$ cat src/rtl/pcf_pkg.sv
// Shared types, codes and the CRC-32 byte fold for the PNG chunk framer.
// No dependencies.
package pcf_pkg;

  localparam logic       KIND_BEGIN = 1'b0;
  localparam logic       KIND_DATA  = 1'b1;

  localparam logic [31:0] CRC_POLY  = 32'hedb88320;
  localparam logic [31:0] CRC_ONES  = 32'hffffffff;

  localparam int LEN_W      = 31;
  localparam int FIFO_DEPTH = 2;
  localparam int FIFO_PTR_W = $clog2(FIFO_DEPTH);
  localparam int FIFO_CNT_W = $clog2(FIFO_DEPTH + 1);
  localparam int PHASE_W    = 4;

  typedef enum logic {
    CMD_HDR,
    CMD_DATA
  } cmd_kind_e;

  // One queued command. Close marks a command that also ends the chunk.
  typedef struct packed {
    cmd_kind_e        kind;
    logic             close;
    logic [LEN_W-1:0] len;
    logic [31:0]      ctype;
    logic [7:0]       data;
  } cmd_t;

  function automatic logic [31:0] crc_fold(input logic [31:0] crc, input logic [7:0] b);
    logic [31:0] c;
    c = crc ^ {24'h0, b};
    for (int k = 0; k < 8; k++) begin
      c = c[0] ? (CRC_POLY ^ (c >> 1)) : (c >> 1);
    end
    return c;
  endfunction

endpackage

$ cat src/rtl/pcf_if.sv
// Valid/ready channel interfaces for the PNG chunk framer.
// Depends on pcf_pkg.
interface pcf_in_if import pcf_pkg::*; ();
  logic             valid;
  logic             ready;
  logic             kind;
  logic [LEN_W-1:0] chunk_length;
  logic [31:0]      chunk_type;
  logic [7:0]       data_byte;

  modport source (output valid, kind, chunk_length, chunk_type, data_byte, input ready);
  modport sink   (input valid, kind, chunk_length, chunk_type, data_byte, output ready);
endinterface

interface pcf_out_if;
  logic       valid;
  logic       ready;
  logic [7:0] out_byte;
  logic       end_of_chunk;

  modport source (output valid, out_byte, end_of_chunk, input ready);
  modport sink   (input valid, out_byte, end_of_chunk, output ready);
endinterface

$ cat src/rtl/pcf_front.sv
// Front end: accepts input items, tracks the open chunk and queues commands.
// Depends on pcf_pkg and pcf_in_if.
module pcf_front import pcf_pkg::*; (
  input  logic   clk_i,
  input  logic   rst_ni,
  pcf_in_if.sink in_i,
  input  logic   q_full_i,
  output logic   push_o,
  output cmd_t   cmd_o
);

  logic             in_chunk_q, in_chunk_d;
  logic [LEN_W-1:0] rem_q, rem_d;
  logic             acc;

  assign in_i.ready = !q_full_i;
  assign acc        = in_i.valid && in_i.ready;

  always_comb begin
    in_chunk_d  = in_chunk_q;
    rem_d       = rem_q;
    push_o      = 1'b0;
    cmd_o.len   = in_i.chunk_length;
    cmd_o.ctype = in_i.chunk_type;
    cmd_o.data  = in_i.data_byte;
    if (in_i.kind == KIND_BEGIN) begin
      cmd_o.kind  = CMD_HDR;
      cmd_o.close = (in_i.chunk_length == '0);
    end else begin
      cmd_o.kind  = CMD_DATA;
      cmd_o.close = (rem_q == LEN_W'(1));
    end
    if (acc) begin
      if (in_i.kind == KIND_BEGIN) begin
        // A begin item abandons any open chunk.
        push_o     = 1'b1;
        rem_d      = in_i.chunk_length;
        in_chunk_d = (in_i.chunk_length != '0);
      end else if (in_chunk_q) begin
        push_o     = 1'b1;
        rem_d      = rem_q - LEN_W'(1);
        in_chunk_d = (rem_q != LEN_W'(1));
      end
    end
  end

  always_ff @(posedge clk_i or negedge rst_ni) begin
    if (!rst_ni) begin
      in_chunk_q <= 1'b0;
      rem_q      <= '0;
    end else begin
      in_chunk_q <= in_chunk_d;
      rem_q      <= rem_d;
    end
  end

endmodule

$ cat src/rtl/pcf_fifo.sv
// Short command queue between the front and back ends.
// Depends on pcf_pkg.
module pcf_fifo import pcf_pkg::*; (
  input  logic clk_i,
  input  logic rst_ni,
  input  logic push_i,
  input  cmd_t cmd_i,
  output logic full_o,
  input  logic pop_i,
  output logic valid_o,
  output cmd_t cmd_o
);

  cmd_t                  mem_q [FIFO_DEPTH];
  logic [FIFO_PTR_W-1:0] wptr_q, rptr_q;
  logic [FIFO_CNT_W-1:0] cnt_q;
  logic                  do_push, do_pop;

  assign full_o  = (cnt_q == FIFO_CNT_W'(FIFO_DEPTH));
  assign valid_o = (cnt_q != '0);
  assign cmd_o   = mem_q[rptr_q];
  assign do_push = push_i && !full_o;
  assign do_pop  = pop_i && valid_o;

  always_ff @(posedge clk_i) begin
    if (do_push) begin
      mem_q[wptr_q] <= cmd_i;
    end
  end

  always_ff @(posedge clk_i or negedge rst_ni) begin
    if (!rst_ni) begin
      wptr_q <= '0;
      rptr_q <= '0;
      cnt_q  <= '0;
    end else begin
      if (do_push) begin
        wptr_q <= (wptr_q == FIFO_PTR_W'(FIFO_DEPTH - 1)) ? '0 : wptr_q + FIFO_PTR_W'(1);
      end
      if (do_pop) begin
        rptr_q <= (rptr_q == FIFO_PTR_W'(FIFO_DEPTH - 1)) ? '0 : rptr_q + FIFO_PTR_W'(1);
      end
      if (do_push && !do_pop) begin
        cnt_q <= cnt_q + FIFO_CNT_W'(1);
      end else if (do_pop && !do_push) begin
        cnt_q <= cnt_q - FIFO_CNT_W'(1);
      end
    end
  end

endmodule

$ cat src/rtl/pcf_back.sv
// Back end: sequences queued commands into output bytes and runs the CRC.
// Depends on pcf_pkg and pcf_out_if.
module pcf_back import pcf_pkg::*; (
  input  logic      clk_i,
  input  logic      rst_ni,
  input  logic      q_valid_i,
  input  cmd_t      cmd_i,
  output logic      pop_o,
  pcf_out_if.source out_o
);

  logic               busy_q, busy_d;
  cmd_t               cmd_q, cmd_d;
  logic [PHASE_W-1:0] phase_q, phase_d;
  logic [31:0]        crc_q, crc_d;
  logic               ov_q, ov_d;
  logic [7:0]         ob_q, ob_d;
  logic               oe_q, oe_d;

  cmd_t               cur;
  logic               have, advance, last_phase, in_trailer;
  logic [PHASE_W-1:0] last_idx;
  logic [1:0]         sel;
  logic [31:0]        crc_out, len_word;
  logic [7:0]         byte_v;

  assign cur      = busy_q ? cmd_q : cmd_i;
  assign have     = busy_q || q_valid_i;
  assign advance  = !ov_q || out_o.ready;
  assign crc_out  = ~crc_q;
  assign len_word = {1'b0, cur.len};

  // Header phases: 0-3 length, 4-7 type, 8-11 CRC. Data phases: 0 byte, 1-4 CRC.
  always_comb begin
    if (cur.kind == CMD_HDR) begin
      last_idx   = cur.close ? PHASE_W'(11) : PHASE_W'(7);
      in_trailer = phase_q[3];
      sel        = phase_q[1:0];
    end else begin
      last_idx   = cur.close ? PHASE_W'(4) : PHASE_W'(0);
      in_trailer = (phase_q != '0);
      sel        = 2'(phase_q - PHASE_W'(1));
    end
    last_phase = (phase_q == last_idx);

    if (in_trailer) begin
      byte_v = crc_out[8*(3-sel) +: 8];
    end else if (cur.kind == CMD_DATA) begin
      byte_v = cur.data;
    end else if (!phase_q[2]) begin
      byte_v = len_word[8*(3-sel) +: 8];
    end else begin
      byte_v = cur.ctype[8*(3-sel) +: 8];
    end
  end

  always_comb begin
    busy_d  = busy_q;
    cmd_d   = cmd_q;
    phase_d = phase_q;
    crc_d   = crc_q;
    ov_d    = ov_q;
    ob_d    = ob_q;
    oe_d    = oe_q;
    pop_o   = 1'b0;
    if (advance) begin
      ov_d = 1'b0;
      if (have) begin
        ov_d = 1'b1;
        ob_d = byte_v;
        oe_d = in_trailer && last_phase;
        if (in_trailer) begin
          if (last_phase) begin
            crc_d = CRC_ONES;
          end
        end else if (cur.kind == CMD_DATA) begin
          crc_d = crc_fold(crc_q, byte_v);
        end else if (phase_q == PHASE_W'(4)) begin
          // The first type byte restarts the CRC.
          crc_d = crc_fold(CRC_ONES, byte_v);
        end else if (phase_q[2]) begin
          crc_d = crc_fold(crc_q, byte_v);
        end
        pop_o = !busy_q;
        if (last_phase) begin
          busy_d  = 1'b0;
          phase_d = '0;
        end else begin
          busy_d  = 1'b1;
          cmd_d   = cur;
          phase_d = phase_q + PHASE_W'(1);
        end
      end
    end
  end

  always_ff @(posedge clk_i or negedge rst_ni) begin
    if (!rst_ni) begin
      busy_q  <= 1'b0;
      phase_q <= '0;
      crc_q   <= CRC_ONES;
      ov_q    <= 1'b0;
    end else begin
      busy_q  <= busy_d;
      phase_q <= phase_d;
      crc_q   <= crc_d;
      ov_q    <= ov_d;
    end
  end

  always_ff @(posedge clk_i) begin
    cmd_q <= cmd_d;
    ob_q  <= ob_d;
    oe_q  <= oe_d;
  end

  assign out_o.valid        = ov_q;
  assign out_o.out_byte     = ob_q;
  assign out_o.end_of_chunk = oe_q;

endmodule

$ cat src/rtl/png_chunk_framer_crc32.sv
// PNG chunk framer with CRC-32: emits length, type, data and CRC as a byte stream.
// Input items are taken one per cycle whenever the two-entry command queue has room;
// the output delivers one byte per cycle while the sink is ready. A begin item gives
// the length and type bytes (plus the CRC trailer if zero-length), a data byte
// itself (the last also the CRC trailer), so the output sets the rate. Data bytes
// but the last go at one item per cycle while the sink is ready. Data outside a
// chunk is dropped. Depends on pcf_pkg, pcf_if, pcf_front, pcf_fifo and pcf_back.
module png_chunk_framer_crc32 import pcf_pkg::*; (
  input  logic      clk_i,
  input  logic      rst_ni,
  pcf_in_if.sink    in_i,
  pcf_out_if.source out_o
);

  logic push, full, pop, q_valid;
  cmd_t push_cmd, head_cmd;

  pcf_front u_front (
    .clk_i    (clk_i),
    .rst_ni   (rst_ni),
    .in_i     (in_i),
    .q_full_i (full),
    .push_o   (push),
    .cmd_o    (push_cmd)
  );

  pcf_fifo u_fifo (
    .clk_i   (clk_i),
    .rst_ni  (rst_ni),
    .push_i  (push),
    .cmd_i   (push_cmd),
    .full_o  (full),
    .pop_i   (pop),
    .valid_o (q_valid),
    .cmd_o   (head_cmd)
  );

  pcf_back u_back (
    .clk_i     (clk_i),
    .rst_ni    (rst_ni),
    .q_valid_i (q_valid),
    .cmd_i     (head_cmd),
    .pop_o     (pop),
    .out_o     (out_o)
  );

endmodule

$ cat src/flat_wrapper.sv
// flat-port wrapper written by rule: the top's interface ports become plain ports
module png_chunk_framer_crc32_flat import pcf_pkg::*;
  (clk_i, rst_ni, in_i_valid, in_i_kind, in_i_chunk_length, in_i_chunk_type, in_i_data_byte, in_i_ready, out_o_valid, out_o_out_byte, out_o_end_of_chunk, out_o_ready);
  pcf_in_if in_i_i ();
  pcf_out_if out_o_i ();
  input  logic clk_i;
  input  logic rst_ni;
  input wire logic [$bits(in_i_i.valid)-1:0] in_i_valid;
  input wire logic [$bits(in_i_i.kind)-1:0] in_i_kind;
  input wire logic [$bits(in_i_i.chunk_length)-1:0] in_i_chunk_length;
  input wire logic [$bits(in_i_i.chunk_type)-1:0] in_i_chunk_type;
  input wire logic [$bits(in_i_i.data_byte)-1:0] in_i_data_byte;
  output wire logic [$bits(in_i_i.ready)-1:0] in_i_ready;
  output wire logic [$bits(out_o_i.valid)-1:0] out_o_valid;
  output wire logic [$bits(out_o_i.out_byte)-1:0] out_o_out_byte;
  output wire logic [$bits(out_o_i.end_of_chunk)-1:0] out_o_end_of_chunk;
  input wire logic [$bits(out_o_i.ready)-1:0] out_o_ready;
  assign in_i_i.valid = in_i_valid;
  assign in_i_i.kind = in_i_kind;
  assign in_i_i.chunk_length = in_i_chunk_length;
  assign in_i_i.chunk_type = in_i_chunk_type;
  assign in_i_i.data_byte = in_i_data_byte;
  assign in_i_ready = in_i_i.ready;
  assign out_o_valid = out_o_i.valid;
  assign out_o_out_byte = out_o_i.out_byte;
  assign out_o_end_of_chunk = out_o_i.end_of_chunk;
  assign out_o_i.ready = out_o_ready;
  png_chunk_framer_crc32 u_core (.clk_i(clk_i), .rst_ni(rst_ni), .in_i(in_i_i), .out_o(out_o_i));
endmodule
$ cat config.mk
export PLATFORM = sky130hd
export DESIGN_NAME = png_chunk_framer_crc32_flat
export DESIGN_NICKNAME = d
export VERILOG_FILES = /design/src/rtl/pcf_pkg.sv /design/src/rtl/pcf_if.sv /design/src/rtl/pcf_front.sv /design/src/rtl/pcf_fifo.sv /design/src/rtl/pcf_back.sv /design/src/rtl/png_chunk_framer_crc32.sv /design/src/flat_wrapper.sv
export SDC_FILE = /design/constraint.sdc
export NUM_CORES = 1
export LEC_CHECK = 0
export BUFFER_PORTS_ARGS = -buffer_cell sky130_fd_sc_hd__buf_2
export CORE_MARGIN = 3
export CORE_UTILIZATION = 57
export DETAILED_ROUTE_END_ITERATION = 16
export PLACE_DENSITY = 0.72
export SLEW_MARGIN = 40
export SYNTH_ARGS = -nofsm -noshare
export SYNTH_HDL_FRONTEND = slang
export SYNTH_SLANG_ARGS = --single-unit
$ cat constraint.sdc
create_clock -name clk_i -period 11 [get_ports clk_i]
set_input_delay 2.75 -clock clk_i [delete_from_list [all_inputs] [get_ports clk_i]]
set_output_delay 2.75 -clock clk_i [all_outputs]
set_load 0.01 [all_outputs]
Word-level counts from Yosys, hierarchy flattened
Memory sizes are Yosys's and may differ from the RTL's.
Cells that the tools add are included.
Storage, ports and cells
  bits in registers: 156
  RAM bits: 146
  bits of input ports: 76
  output and inout bits: 11
  logic and storage cells: 127
  memories kept: 1
Cells by class
  add/subtract/negate cells: 8
  equal/unequal tests: 7
  shifts and indexed selects: 3
  mux-type cells: 49
  bitwise operators: 20
  reduce and logical (&&, ||, !) cells: 23
Memories
  u_core.u_fifo.mem_q: words 2, bits a word 73, read ports 1, clocked after Yosys merged registers in 0, write ports 1, line pcf_fifo.sv:14  | cmd_t mem_q [FIFO_DEPTH];
Operators with widths (count)
  $mux W32: 21
  $not A13 Y14: 16
  $shiftx A32 B33 Y8: 3
  $mux W73: 1
  $mux W31: 2
  $not A32 Y32: 1
  $not A8 Y32: 1
  $xor A32 B8 Y32: 1
  $eq A31 B1 Y1 const B: 1
  $logic_not A31 Y1: 1
  $ne A31 B1 Y1 const B: 1
  $reduce_bool A31 Y1: 1
  $sub A31 B1 Y31 const B: 1
  $mux W8: 3
  $mux W1: 14
  $mux W4: 3
  $mux W2: 4
  $reduce_bool A4 Y1: 2
  $logic_and A1 B1 Y1: 6
  $logic_not A1 Y1: 5
  $add A4 B1 Y4 const B: 1
  $eq A4 B3 Y1 const B: 1
  $eq A4 B4 Y1: 1
  $reduce_and A2 Y1: 2
  other kinds (13): 17

Logic depth before layout (Yosys ltp)
Gate-level depths: netlist of the first run.
An unclocked memory read counts as a cell.
  depth after elaboration: 29
  depth in mapped cells: 18
  mapped depth without buffers: 13

Cells and area by module
A second synthesis of the first run with hierarchy kept.
Second synthesis, totals
  cells, all modules: 1307
  area, all modules: 16903.7 um^2
Modules (own cells, without submodules)
  pcf_back: times used 1, cells an instance 707, area each 8335.5 um^2, seq. area each 3453.3 um^2
  pcf_fifo: times used 1, cells an instance 246, area each 5715.5 um^2, seq. area each 4484.3 um^2
  pcf_front: times used 1, cells an instance 354, area each 2852.7 um^2, seq. area each 800.8 um^2

Worst setup path before layout of the first run
Ideal clock, no wire load.
  path kind: in2reg
  start: input port out_o_ready
  end: register u_core.u_back.phase_q[0]
  library setup time: 0.088 ns
  arrival: 6.948 ns
  data required time: 10.912 ns
  setup slack: 3.964 ns
  stages on the path: 5
  path buffers: 1
  path through: nor2b_1 > or2_2 > clkbuf_1 > nor2_1 > mux2_2
Between the ends
  word-level cells in the longest chain between the ends: 2
RTL lines
  start, declared: line flat_wrapper.sv:17  | input wire logic [$bits(out_o_i.ready)-1:0] out_o_ready;
  $logic_or A1 B1 Y1: line pcf_back.sv:29  | assign advance = !ov_q || out_o.ready;
  $reduce_and A2 Y1 (no line)
  end signal, assigned: line pcf_back.sv:105  | phase_q <= phase_d;
  end, declared: line pcf_back.sv:14  | logic [PHASE_W-1:0] phase_q, phase_d;
No other way between the ends.
A chain may end at the register's enable or synchronous reset.

Final worst setup path of the first run
  start: register u_core.u_fifo.rptr_q
  end: register u_core.u_back.crc_q[19]
Between the ends
  word-level cells in the longest chain between the ends: 26
  elaborated cells between the ends (all ways): 54
  those cells by class: 1 x add/sub; 2 x eq/ne; 3 x shift; 29 x mux; 16 x bitwise; 2 x reduce/logical; 1 x memory
RTL lines
  start, declared: line pcf_fifo.sv:15  | logic [FIFO_PTR_W-1:0] wptr_q, rptr_q;
  start signal, assigned: line pcf_fifo.sv:41  | rptr_q <= (rptr_q == FIFO_PTR_W'(FIFO_DEPTH - 1)) ? '0 : rptr_q + FIFO_PTR_W'(1);
  $mem_v2 Z2 W73 *
  $mux W73 *: line pcf_back.sv:27  | assign cur = busy_q ? cmd_q : cmd_i;
  $mux W2: line pcf_back.sv:35  | if (cur.kind == CMD_HDR) begin
  $sub A2 B2 Y3: line pcf_back.sv:47, pcf_back.sv:51, pcf_back.sv:53
  $shiftx A32 B33 Y8 (on tied branches): line pcf_back.sv:51, pcf_back.sv:53
  $mux W8: line pcf_back.sv:50  | end else if (!phase_q[2]) begin
  $mux W8: line pcf_back.sv:48  | end else if (cur.kind == CMD_DATA) begin
  $mux W8: line pcf_back.sv:46  | if (in_trailer) begin
  [10 not listed]
  $not A13 Y14 (no line)
  $mux W32: line pcf_pkg.sv:35  | c = c[0] ? (CRC_POLY ^ (c >> 1)) : (c >> 1);
  $not A13 Y14 (no line)
  $mux W32: line pcf_pkg.sv:35
  $mux W32: line pcf_back.sv:81  | end else if (phase_q[2]) begin
  $mux W32: line pcf_back.sv:78  | end else if (phase_q == PHASE_W'(4)) begin
  $mux W32: line pcf_back.sv:76  | end else if (cur.kind == CMD_DATA) begin
  $mux W32: line pcf_back.sv:72  | if (in_trailer) begin
  end signal, assigned: line pcf_back.sv:106  | crc_q <= crc_d;
  end, declared: line pcf_back.sv:15  | logic [31:0] crc_q, crc_d;
Mark *: on every way between the ends. The rest lies on a longest branch, timed or not. The select of a mux whose other input is x is not followed.

==> results.md, run 1 <==
* Post-synth EDFFs at 228
* Family with the most delay on the worst path: XOR/XNOR gates
* Crit Path Class: reg2reg
* Die H at 170 um
* Startpoint types: register
* Vias/cell at 6.18
* Most frequent cells in the layout: edfxtp_1 (228), nand2_1 (123), o21ai_0 (109)
* Outcome: completed
* Via count at 10600
* Worst-Skew Late Latency at 0.58 ns
* Syn Nets at 1386
* CP max FO at 47
* P&R area growth vs syn at 10.3%
* Dpl hpwl at 24400 um
* Final clock skew at 0.0221 ns
* Slowest CP cell: dfrtp_4
* Hold_buf cts at 0
* Critical path, cell by cell: buf_4, mux2_4, o21ai_4, inv_2, nor4_1, nor4_1, a221oi_4, xnor2_2, xnor2_2, xnor3_1, xnor2_1, nor3b_1, a211oi_1
* R2r endpoint: u_core.u_back.crc_q[19]
* Critical Path Stages at 13
* Mean Syn Cell Area at 11.8 um^2
* Post-route ant nets at 0
* Post-route DRC at 0
* Post-Syn Instances at 1304
* Post-cts gate resize count at 0
* Hold WS at 0.508 ns
* Min Tclk post-route at 5.47 ns
* Total core area at 26300 um^2
* Clock Sinks at 302
* Worst r2r src: u_core.u_fifo.rptr_q
* Asr flop ratio synth at 24.5%
* Min-delay worst type: reg2reg
* Most common library cell in the layout ignoring fill and taps: edfxtp_1
* Vias in the first global route at 10100
* Register area share after synthesis at 56.8%
* Hold Crit Depth at 2
* Worst reg2reg path depth at 13
* WL/cell at 21.3 um
* RSZ-0062 raised after global routing: no
* Final Setup Violations at 0
* Critical path origin: u_core.u_fifo.rptr_q
* Row cnt at 59
* First-pass GRT wire length at 57400 um
* Library cells used by synthesis at 81
* Top-Level Pins at 87
* Pin count of the biggest net entering global routing at 114
* Yosys warning count at 0
* Fmax achieved at 0.183 GHz
* Clk buf depth at 3
* 1st-pass router iterations at 5
* Max-cap viol count at 0
* Crit. End Element: register
* Initial antenna violation count at 0
* CTS clk-pin slew, worst paths at 0.06 ns
* Synthesized area at 15400 um^2
* IO Port Bufs at 86
* Slew margin rel. at 44.7%
* Routability Congestion at 0.928
* Total setup buffers inserted after CTS at 0
* Htree depth at 1
* Diode count at 0
* Reg2Reg Setup Slack at 5.53 ns
* Worst-Margin Slew at 0.823 ns
* Part of the cycle the worst path needs at 49.7%
* Die area at 29000 um^2
* Arrival time at the worst endpoint at 5.95 ns
* Die width at 170 um
* TritonCTS clock tree: built
* Final slew viol count at 0
* Total grt overflow at 0
* #FFs+latches synth at 302
* Total Nets Final at 1439
* End point of the critical path: u_core.u_back.crc_q[19]
* DR iter-0 viols at 1110
* Initial Util at 58.5%
* Filler instances at 2023
* Routed wire length at 36600 um
* WP data required at 11.48 ns
* Layout cell share with drive strength beyond 1 at 16.7%
* Sum Neg Setup Slack at 0 ns
* Gr usage total at 25.2%
* CTS Buf Count at 31
* CTS root buffer: clkbuf_16
* Worst path bufs/invs at 2
* Fin. Hold Viols at 0
* Main synth FF type: edfxtp_1
* CP max stage delay at 0.77 ns
## synth_stat cells (6+ instances only)
cell type	instances	area, um^2
nor2_1	75	282
buf_6	9	101
o22ai_1	27	169
clkbuf_1	50	188
nand3_1	31	155
xnor2_1	80	701
nand2b_1	15	93.8
nand2_1	123	462
or3_1	8	50.1
a21oi_1	101	505
ha_1	6	75.1
xnor3_1	7	158
nand4_1	9	56.3
inv_1	19	71.3
edfxtp_1	228	6850
mux2i_1	89	891
nor4_1	16	100
buf_2	15	75.1
a211oi_1	12	90.1
dfrtp_1	42	1050
mux2_2	15	169
xor2_1	33	289
o211ai_1	11	82.6
o21ai_0	109	546
nor3_1	22	110
nor2b_1	10	62.6
dfstp_2	32	841
## per-stage QoR
| step | setup WS (ns) | instances | instance area [um^2] | util [%] |
|---|---|---|---|---|
| 2_1_floorplan | 3.96 | 1304 | 15400 | - |
| 3_3_place_gp | 5.08 | 1659 | 16000 | 60.8 |
| 3_5_place_dp | 5.19 | 1659 | 16000 | 60.9 |
| 4_1_cts | 5.53 | 1716 | 17000 | 64.5 |
| 5_1_grt | 5.13 | 1716 | 17000 | 64.5 |
| 6_report | 5.53 | 1716 | 17000 | 64.5 |
## per-layer routing
| metal | up-vias | track usage (%) | share of wire [%] |
|---|---|---|---|
| met2 | 439 | 39.5 | 46 |
| met5 | - | 0 | 0 |
| met3 | 72 | 4.30 | 6.8 |
| met1 | 5157 | 36.9 | 45 |
| met4 | 0 | 6.67 | 2.6 |
| li1 | 4930 | - | - |
## cell type report
type	instances	area, um^2	area share [%]
sequential	302	8750	51.6
multi-input combinational	899	6200	36.5
clock buffer	42	817	4.82
timing repair buffer	101	562	3.31
tap	335	419	2.47
clock inverter	15	138	0.811
inverter	22	82.6	0.487
## kinds of logic (layout without fill, tap and decap cells)
kind of cell | after synthesis | count (layout) | synth area share, %
xor gates and xnor gates | 128 | 128 | 8.74
DFF | 302 | 302 | 56.8
adders and majority gates | 6 | 6 | 0.488
and+or+nand+nor | 332 | 332 | 10.0
AOI/OAI and AO/OA | 324 | 324 | 13.2
muxes | 109 | 109 | 7.57
buffers and inverters | 103 | 180 | 3.15
## how the worst min path moves through the flow
stage | from | endpoint | slack (ns)
2_1_floorplan | u_core.u_front.rem_q[23] | u_core.u_front.rem_q[23] | 0.44
4_1_cts | u_core.u_front.rem_q[23] | u_core.u_front.rem_q[23] | 0.50
6_report | u_core.u_front.rem_q[28] | u_core.u_front.rem_q[28] | 0.51
3_3_place_gp | u_core.u_front.rem_q[23] | u_core.u_front.rem_q[23] | 0.46
5_1_grt | u_core.u_front.rem_q[19] | u_core.u_front.rem_q[19] | 0.54
3_5_place_dp | u_core.u_front.rem_q[23] | u_core.u_front.rem_q[23] | 0.49
## registers in the layout, summed over array words and instances (netlist names)
register,count
u_core.u_back.busy_q,1
u_core.u_back.cmd_q,73
u_core.u_back.crc_q,32
u_core.u_back.out_o.end_of_chunk,1
u_core.u_back.out_o.out_byte,8
u_core.u_back.out_o.valid,1
u_core.u_back.phase_q,4
u_core.u_fifo.cnt_q,2
u_core.u_fifo.mem_q,146
u_core.u_fifo.rptr_q,1
u_core.u_fifo.wptr_q,1
u_core.u_front.in_chunk_q,1
u_core.u_front.rem_q,31
## worst register-to-register path: stages, from the launching register on
cell and delay (ns):
dfrtp_4 0.77, buf_4 0.74, mux2_4 0.44, o21ai_4 0.49
inv_2 0.31, nor4_1 0.32, nor4_1 0.13, a221oi_4 0.59
xnor2_2 0.22, xnor2_2 0.48, xnor3_1 0.35, xnor2_1 0.26
nor3b_1 0.09, a211oi_1 0.18
Power of run 1 is not shown: default switching activity piles up to over one toggle a cycle in this logic, so the estimate is an artifact.
==> run 2, diff against run 1 <==
--- a/config.mk
+++ b/config.mk
@@ -5,6 +5,7 @@
 export SDC_FILE = /design/constraint.sdc
 export NUM_CORES = 1
 export LEC_CHECK = 0
+export ABC_AREA = 1
 export BUFFER_PORTS_ARGS = -buffer_cell sky130_fd_sc_hd__buf_2
 export CORE_MARGIN = 3
 export CORE_UTILIZATION = 57
==> constraint.sdc (replaced) <==
create_clock -name clk_i -period 5.3 [get_ports clk_i]
set_input_delay 1.325 -clock clk_i [delete_from_list [all_inputs] [get_ports clk_i]]
set_output_delay 1.325 -clock clk_i [all_outputs]
set_load 0.01 [all_outputs]
==> results.md, run 2 <==
* Fmax achieved at 0.243 GHz
* Initial antenna violation count at 0
* RSZ-0062 raised after global routing: no
* Die area at 30800 um^2
* Asr flop ratio synth at 24.5%
* Post-synth top area cell: edfxtp_1
* Top cell type's share of synthesized area at 41.9%
* Die width at 175 um
* CTS Buf Count at 34
* Top-Level Pins at 87
* WP data required at 5.74 ns
* Max reg flops at 146
* Top cells by count, synth: nand2_1 (509), nand3_1 (238), edfxtp_1 (228)
* First-pass GRT wire length at 70200 um
* Total setup buffers inserted after CTS at 0
* Slew margin rel. at 43.6%
* Post-route DRC at 0
* Total Nets Final at 1970
* Vias in the first global route at 12700
* TritonCTS clock tree: built
* Mean Syn Cell Area at 8.97 um^2
* Min Tclk post-route at 4.11 ns
* Ranking of synthesized cells by area: edfxtp_1 (42%), nand2_1 (12%), nand3_1 (7.3%)
* Dpl hpwl at 30100 um
* Biggest regs: u_core.u_fifo.mem_q: 146 flops, u_core.u_back.cmd_q: 73 flops, u_core.u_back.crc_q: 32 flops
* CP max FO at 34
* Final slew viol count at 0
* Most frequent cells in the layout: nand2_1 (509), nand3_1 (238), edfxtp_1 (228)
* Library cells used by synthesis at 59
* Min-delay worst type: reg2reg
* Post-synth EDFFs at 228
* Multi-input combinational cell area at 6580 um^2
* Main synth FF type: edfxtp_1
* Filler instances at 2333
* Yosys warning count at 0
* Most instantiated library cell after synthesis: nand2_1
* Hold_buf cts at 0
* Reg with most FFs: u_core.u_fifo.mem_q
* Diode count at 0
* Worst-Skew Late Latency at 0.52 ns
* Most common library cell in the layout ignoring fill and taps: nand2_1
* Post-route ant nets at 0
* CTS root buffer: clkbuf_16
* Post-Syn Instances at 1824
* Startpoint types: register
* Hold WS at 0.490 ns
* Worst-Margin Slew at 0.845 ns
* Crit. End Element: register
* Vias/cell at 5.74
* Area of all sequential standard cells at 8740 um^2
* Die H at 175 um
* Clk buf depth at 3
* Pin count of the biggest net entering global routing at 75
* Final clock skew at 0.0258 ns
* Initial Util at 58.4%
* Via count at 13100
* CTS clk-pin slew, worst paths at 0.06 ns
* Fin. Hold Viols at 0
* Gr usage total at 28.9%
* Total core area at 28000 um^2
* Routability Congestion at 1.01
* Total grt overflow at 0
* DP Cell Count at 2229
* Post-Layout Cell Count at 2289
* Htree depth at 2
* Row cnt at 61
* Part of the cycle the worst path needs at 77.6%
* Arrival time at the worst endpoint at 4.56 ns
* Synthesized area at 16400 um^2
* Syn Nets at 1906
* DR iter-0 viols at 1325
* Layout cell share with drive strength beyond 1 at 16.0%
* Crit Path Class: reg2reg
* Max-cap viol count at 0
* Routed wire length at 44000 um
* WL/cell at 19.2 um
* Clock Sinks at 302
* Register area share after synthesis at 53.4%
* IO Port Bufs at 86
* 1st-pass router iterations at 6
* Final Setup Violations at 0
* P&R area growth vs syn at 10.6%
* Post-cts gate resize count at 0
* Outcome: completed
* #FFs+latches synth at 302
## run 2: final cells by class
| cell class | instances | area share [%] |
|---|---|---|
| clock buffer | 40 | 4.94 |
| sequential | 302 | 48.3 |
| timing repair buffer | 107 | 3.77 |
| multi-input combinational | 1294 | 36.4 |
| inverter | 149 | 3.12 |
| tap | 378 | 2.61 |
| clock inverter | 19 | 0.913 |
## run 2: cell families (layout without fill, tap and decap cells)
kind of cell               after synthesis  in the layout  share of synthesized area [%]
AOI/OAI and AO/OA                      218            218                           8.21
buffers and inverters                  228            315                           6.58
xor gates and xnor gates                46             46                           2.83
and+or+nand+nor                       1023           1023                           28.4
adders and majority gates                6              6                          0.459
DFF                                    302            302                           53.4
muxes                                    1              1                         0.0612
## run 2: through the flow
stage / TNS, ns / util, % / area [um^2] / worst slack (ns)
detailed placement: 0 / 60.8 / 17000 / 1.14
global placement: 0 / 60.4 / 16900 / 1.18
global route: 0 / 64.6 / 18100 / 0.764
floorplan: -50.19 / - / 16400 / -0.344
CTS: 0 / 64.5 / 18100 / 1.10
finish: 0 / 64.6 / 18100 / 1.19
## run 2: path summary, 6_finish.rpt
kind	start	to	slack [ns]	cells after the start
worst min-delay path	u_core.u_front.in_chunk_q	u_core.u_front.in_chunk_q	0.49	2
max in group asynchronous	rst_ni	u_core.u_front.rem_q[3]	3.53	2
min in group asynchronous	rst_ni	u_core.u_back.phase_q[1]	0.83	1
worst max-delay path	u_core.u_fifo.rptr_q	u_core.u_back.crc_q[31]	1.19	15
worst min register to register	u_core.u_front.in_chunk_q	u_core.u_front.in_chunk_q	0.49	2
worst max register to register	u_core.u_fifo.rptr_q	u_core.u_back.crc_q[31]	1.19	15
## run 2: routing by layer
layer,track usage (%),part of all wire (%),wire length (um)
met5,0,0,0
met2,44.2,45,19700
met3,6.81,8.8,3870
met4,10.6,4.0,1740
met1,40.6,42,18700
## run 2: worst max-delay path, stage by stage (launching register included)
cell and delay, ns:
dfrtp_2 0.41, inv_2 0.49, nand2_1 0.15, nand3_2 0.15
nand2_4 0.20, ha_1 0.35, xor2_1 0.14, nor4_1 0.25
and2_1 0.28, inv_2 0.05, nand2_1 0.05, nand2_1 0.34
nor2_2 0.18, buf_4 0.30, inv_1 0.26, o32a_1 0.40
Power of run 2 is left out for the same reason.
==> run 3, diff against run 2 <==
--- a/config.mk
+++ b/config.mk
@@ -8,9 +8,9 @@
 export ABC_AREA = 1
 export BUFFER_PORTS_ARGS = -buffer_cell sky130_fd_sc_hd__buf_2
 export CORE_MARGIN = 3
-export CORE_UTILIZATION = 57
+export CORE_UTILIZATION = 56
 export DETAILED_ROUTE_END_ITERATION = 16
-export PLACE_DENSITY = 0.72
+export PLACE_DENSITY = 0.74
 export SLEW_MARGIN = 40
 export SYNTH_ARGS = -nofsm -noshare
 export SYNTH_HDL_FRONTEND = slang
==> constraint.sdc (replaced) <==
create_clock -name clk_i -period 3.7 [get_ports clk_i]
set_input_delay 0.925 -clock clk_i [delete_from_list [all_inputs] [get_ports clk_i]]
set_output_delay 0.925 -clock clk_i [all_outputs]
set_load 0.01 [all_outputs]
==> results.md, run 3 (same netlist as run 2, synthesis figures left out) <==
* Total Nets Final at 1996
* Gr usage total at 29.1%
* Vias/cell at 5.75
* Post-route ant nets at 0
* Area of all sequential standard cells at 8740 um^2
* Final clock skew at 0.0138 ns
* WP data required at 4.15 ns
* Initial Util at 57.8%
* Layout cell share with drive strength beyond 1 at 17.4%
* Multi-input combinational cell area at 6590 um^2
* 1st-pass router iterations at 6
* Top-Level Pins at 87
* Die H at 177 um
* Biggest regs: u_core.u_fifo.mem_q: 146 flops, u_core.u_back.cmd_q: 73 flops, u_core.u_back.crc_q: 32 flops
* Final slew viol count at 0
* CP max FO at 27
* Dpl hpwl at 31400 um
* Total core area at 28300 um^2
* CTS root buffer: clkbuf_16
* Via count at 13300
* Crit. End Element: register
* Worst-Margin Slew at 0.828 ns
* Die width at 177 um
* TritonCTS clock tree: built
* Max-cap viol count at 0
* Arrival time at the worst endpoint at 3.92 ns
* Clk buf depth at 3
* Row cnt at 61
* Slew margin rel. at 44.5%
* Outcome: completed
* Routability Congestion at 1.01
* Total grt overflow at 0
* WL/cell at 19.5 um
* First-pass GRT wire length at 70800 um
* P&R area growth vs syn at 11.4%
* Reg with most FFs: u_core.u_fifo.mem_q
* Max reg flops at 146
* Diode count at 0
* Crit Path Class: reg2reg
* Htree depth at 2
* Die area at 31300 um^2
* Sum Neg Setup Slack at 0 ns
* Vias in the first global route at 13100
* CTS clk-pin slew, worst paths at 0.06 ns
* Filler instances at 2349
* Most frequent cells in the layout: nand2_1 (509), nand3_1 (238), edfxtp_1 (228)
* Clock Sinks at 302
* RSZ-0062 raised after global routing: no
* Final core utilization at 64.4%
* DR iter-0 viols at 1235
* Initial antenna violation count at 0
* Most common library cell in the layout ignoring fill and taps: nand2_1
* IO Port Bufs at 86
* Worst-Skew Late Latency at 0.52 ns
* Routed wire length at 45300 um
* Min-delay worst type: in2async
* Final Setup Violations at 0
* Hold WS at 0.402 ns
* Hold_buf cts at 0
* Min Tclk post-route at 3.48 ns
* Fin. Hold Viols at 0
* Part of the cycle the worst path needs at 94.0%
* Post-route DRC at 0
* Fmax achieved at 0.288 GHz
* Startpoint types: register
* Pin count of the biggest net entering global routing at 62
* CTS Buf Count at 34
[run 3: routing by layer]
layer | vias to the layer above | global-route usage [%] | wire length [um]
li1 | 6323 | - | -
met1 | 6354 | 40.9 | 19600
met2 | 542 | 44.6 | 20100
met3 | 106 | 6.11 | 3770
met4 | 0 | 11.8 | 1770
met5 | - | 0 | 0
[run 3: worst max-delay path, stage by stage, from the launching register on]
cell and delay [ns]:
dfrtp_1 0.40, inv_4 0.25, or2_4 0.22, nand3_1 0.09
nand2_2 0.24, buf_4 0.28, nand3_1 0.12, nand3_1 0.10
nand3_1 0.09, nand2_1 0.15, nand2_4 0.09, buf_4 0.19
xnor2_1 0.46, nand2_1 0.21, nand3_1 0.13, nand3_1 0.08
nand2_1 0.09, inv_1 0.04, a21oi_1 0.15
[run 3: layout make-up]
cell class              instances  area share, %
clock inverters                19          0.776
repair buffers                133           4.47
well taps                     378           2.59
flip-flops and latches        302           47.9
clock buffers                  42           5.00
inverters                     149           3.10
multi-input cells            1294           36.1
[run 3: repair_timing]
item / in CTS / in global routing
endpoints found under the setup margin: 0 / 3
gates resized for setup: 0 / 2
buffers inserted: 0 / 4
[run 3: per-stage QoR]
stage | setup slack (ns) | area, um^2 | std cells
6_report | 0.222 | 18200 | 2317
5_1_grt | 0.0384 | 18200 | 2317
4_1_cts | 0.295 | 18200 | 2313
3_5_place_dp | 0.323 | 17100 | 2252
3_3_place_gp | 0.333 | 17100 | 2252
2_1_floorplan | -0.330 | 16400 | 1824
[run 3: worst paths after layout]
kind | start | endpoint | slack [ns] | cells after the start
worst max-delay path | u_core.u_back.busy_q | u_core.u_back.crc_q[18] | 0.22 | 18
worst min-delay path | rst_ni | u_core.u_front.rem_q[12] | 0.40 | 1
worst max register to register | u_core.u_back.busy_q | u_core.u_back.crc_q[18] | 0.22 | 18
worst min register to register | u_core.u_front.in_chunk_q | u_core.u_front.in_chunk_q | 0.51 | 2
max in group asynchronous | rst_ni | u_core.u_back.crc_q[23] | 2.48 | 2
min in group clk_i | u_core.u_front.in_chunk_q | u_core.u_front.in_chunk_q | 0.51 | 2
Power of run 3 is left out for the same reason.
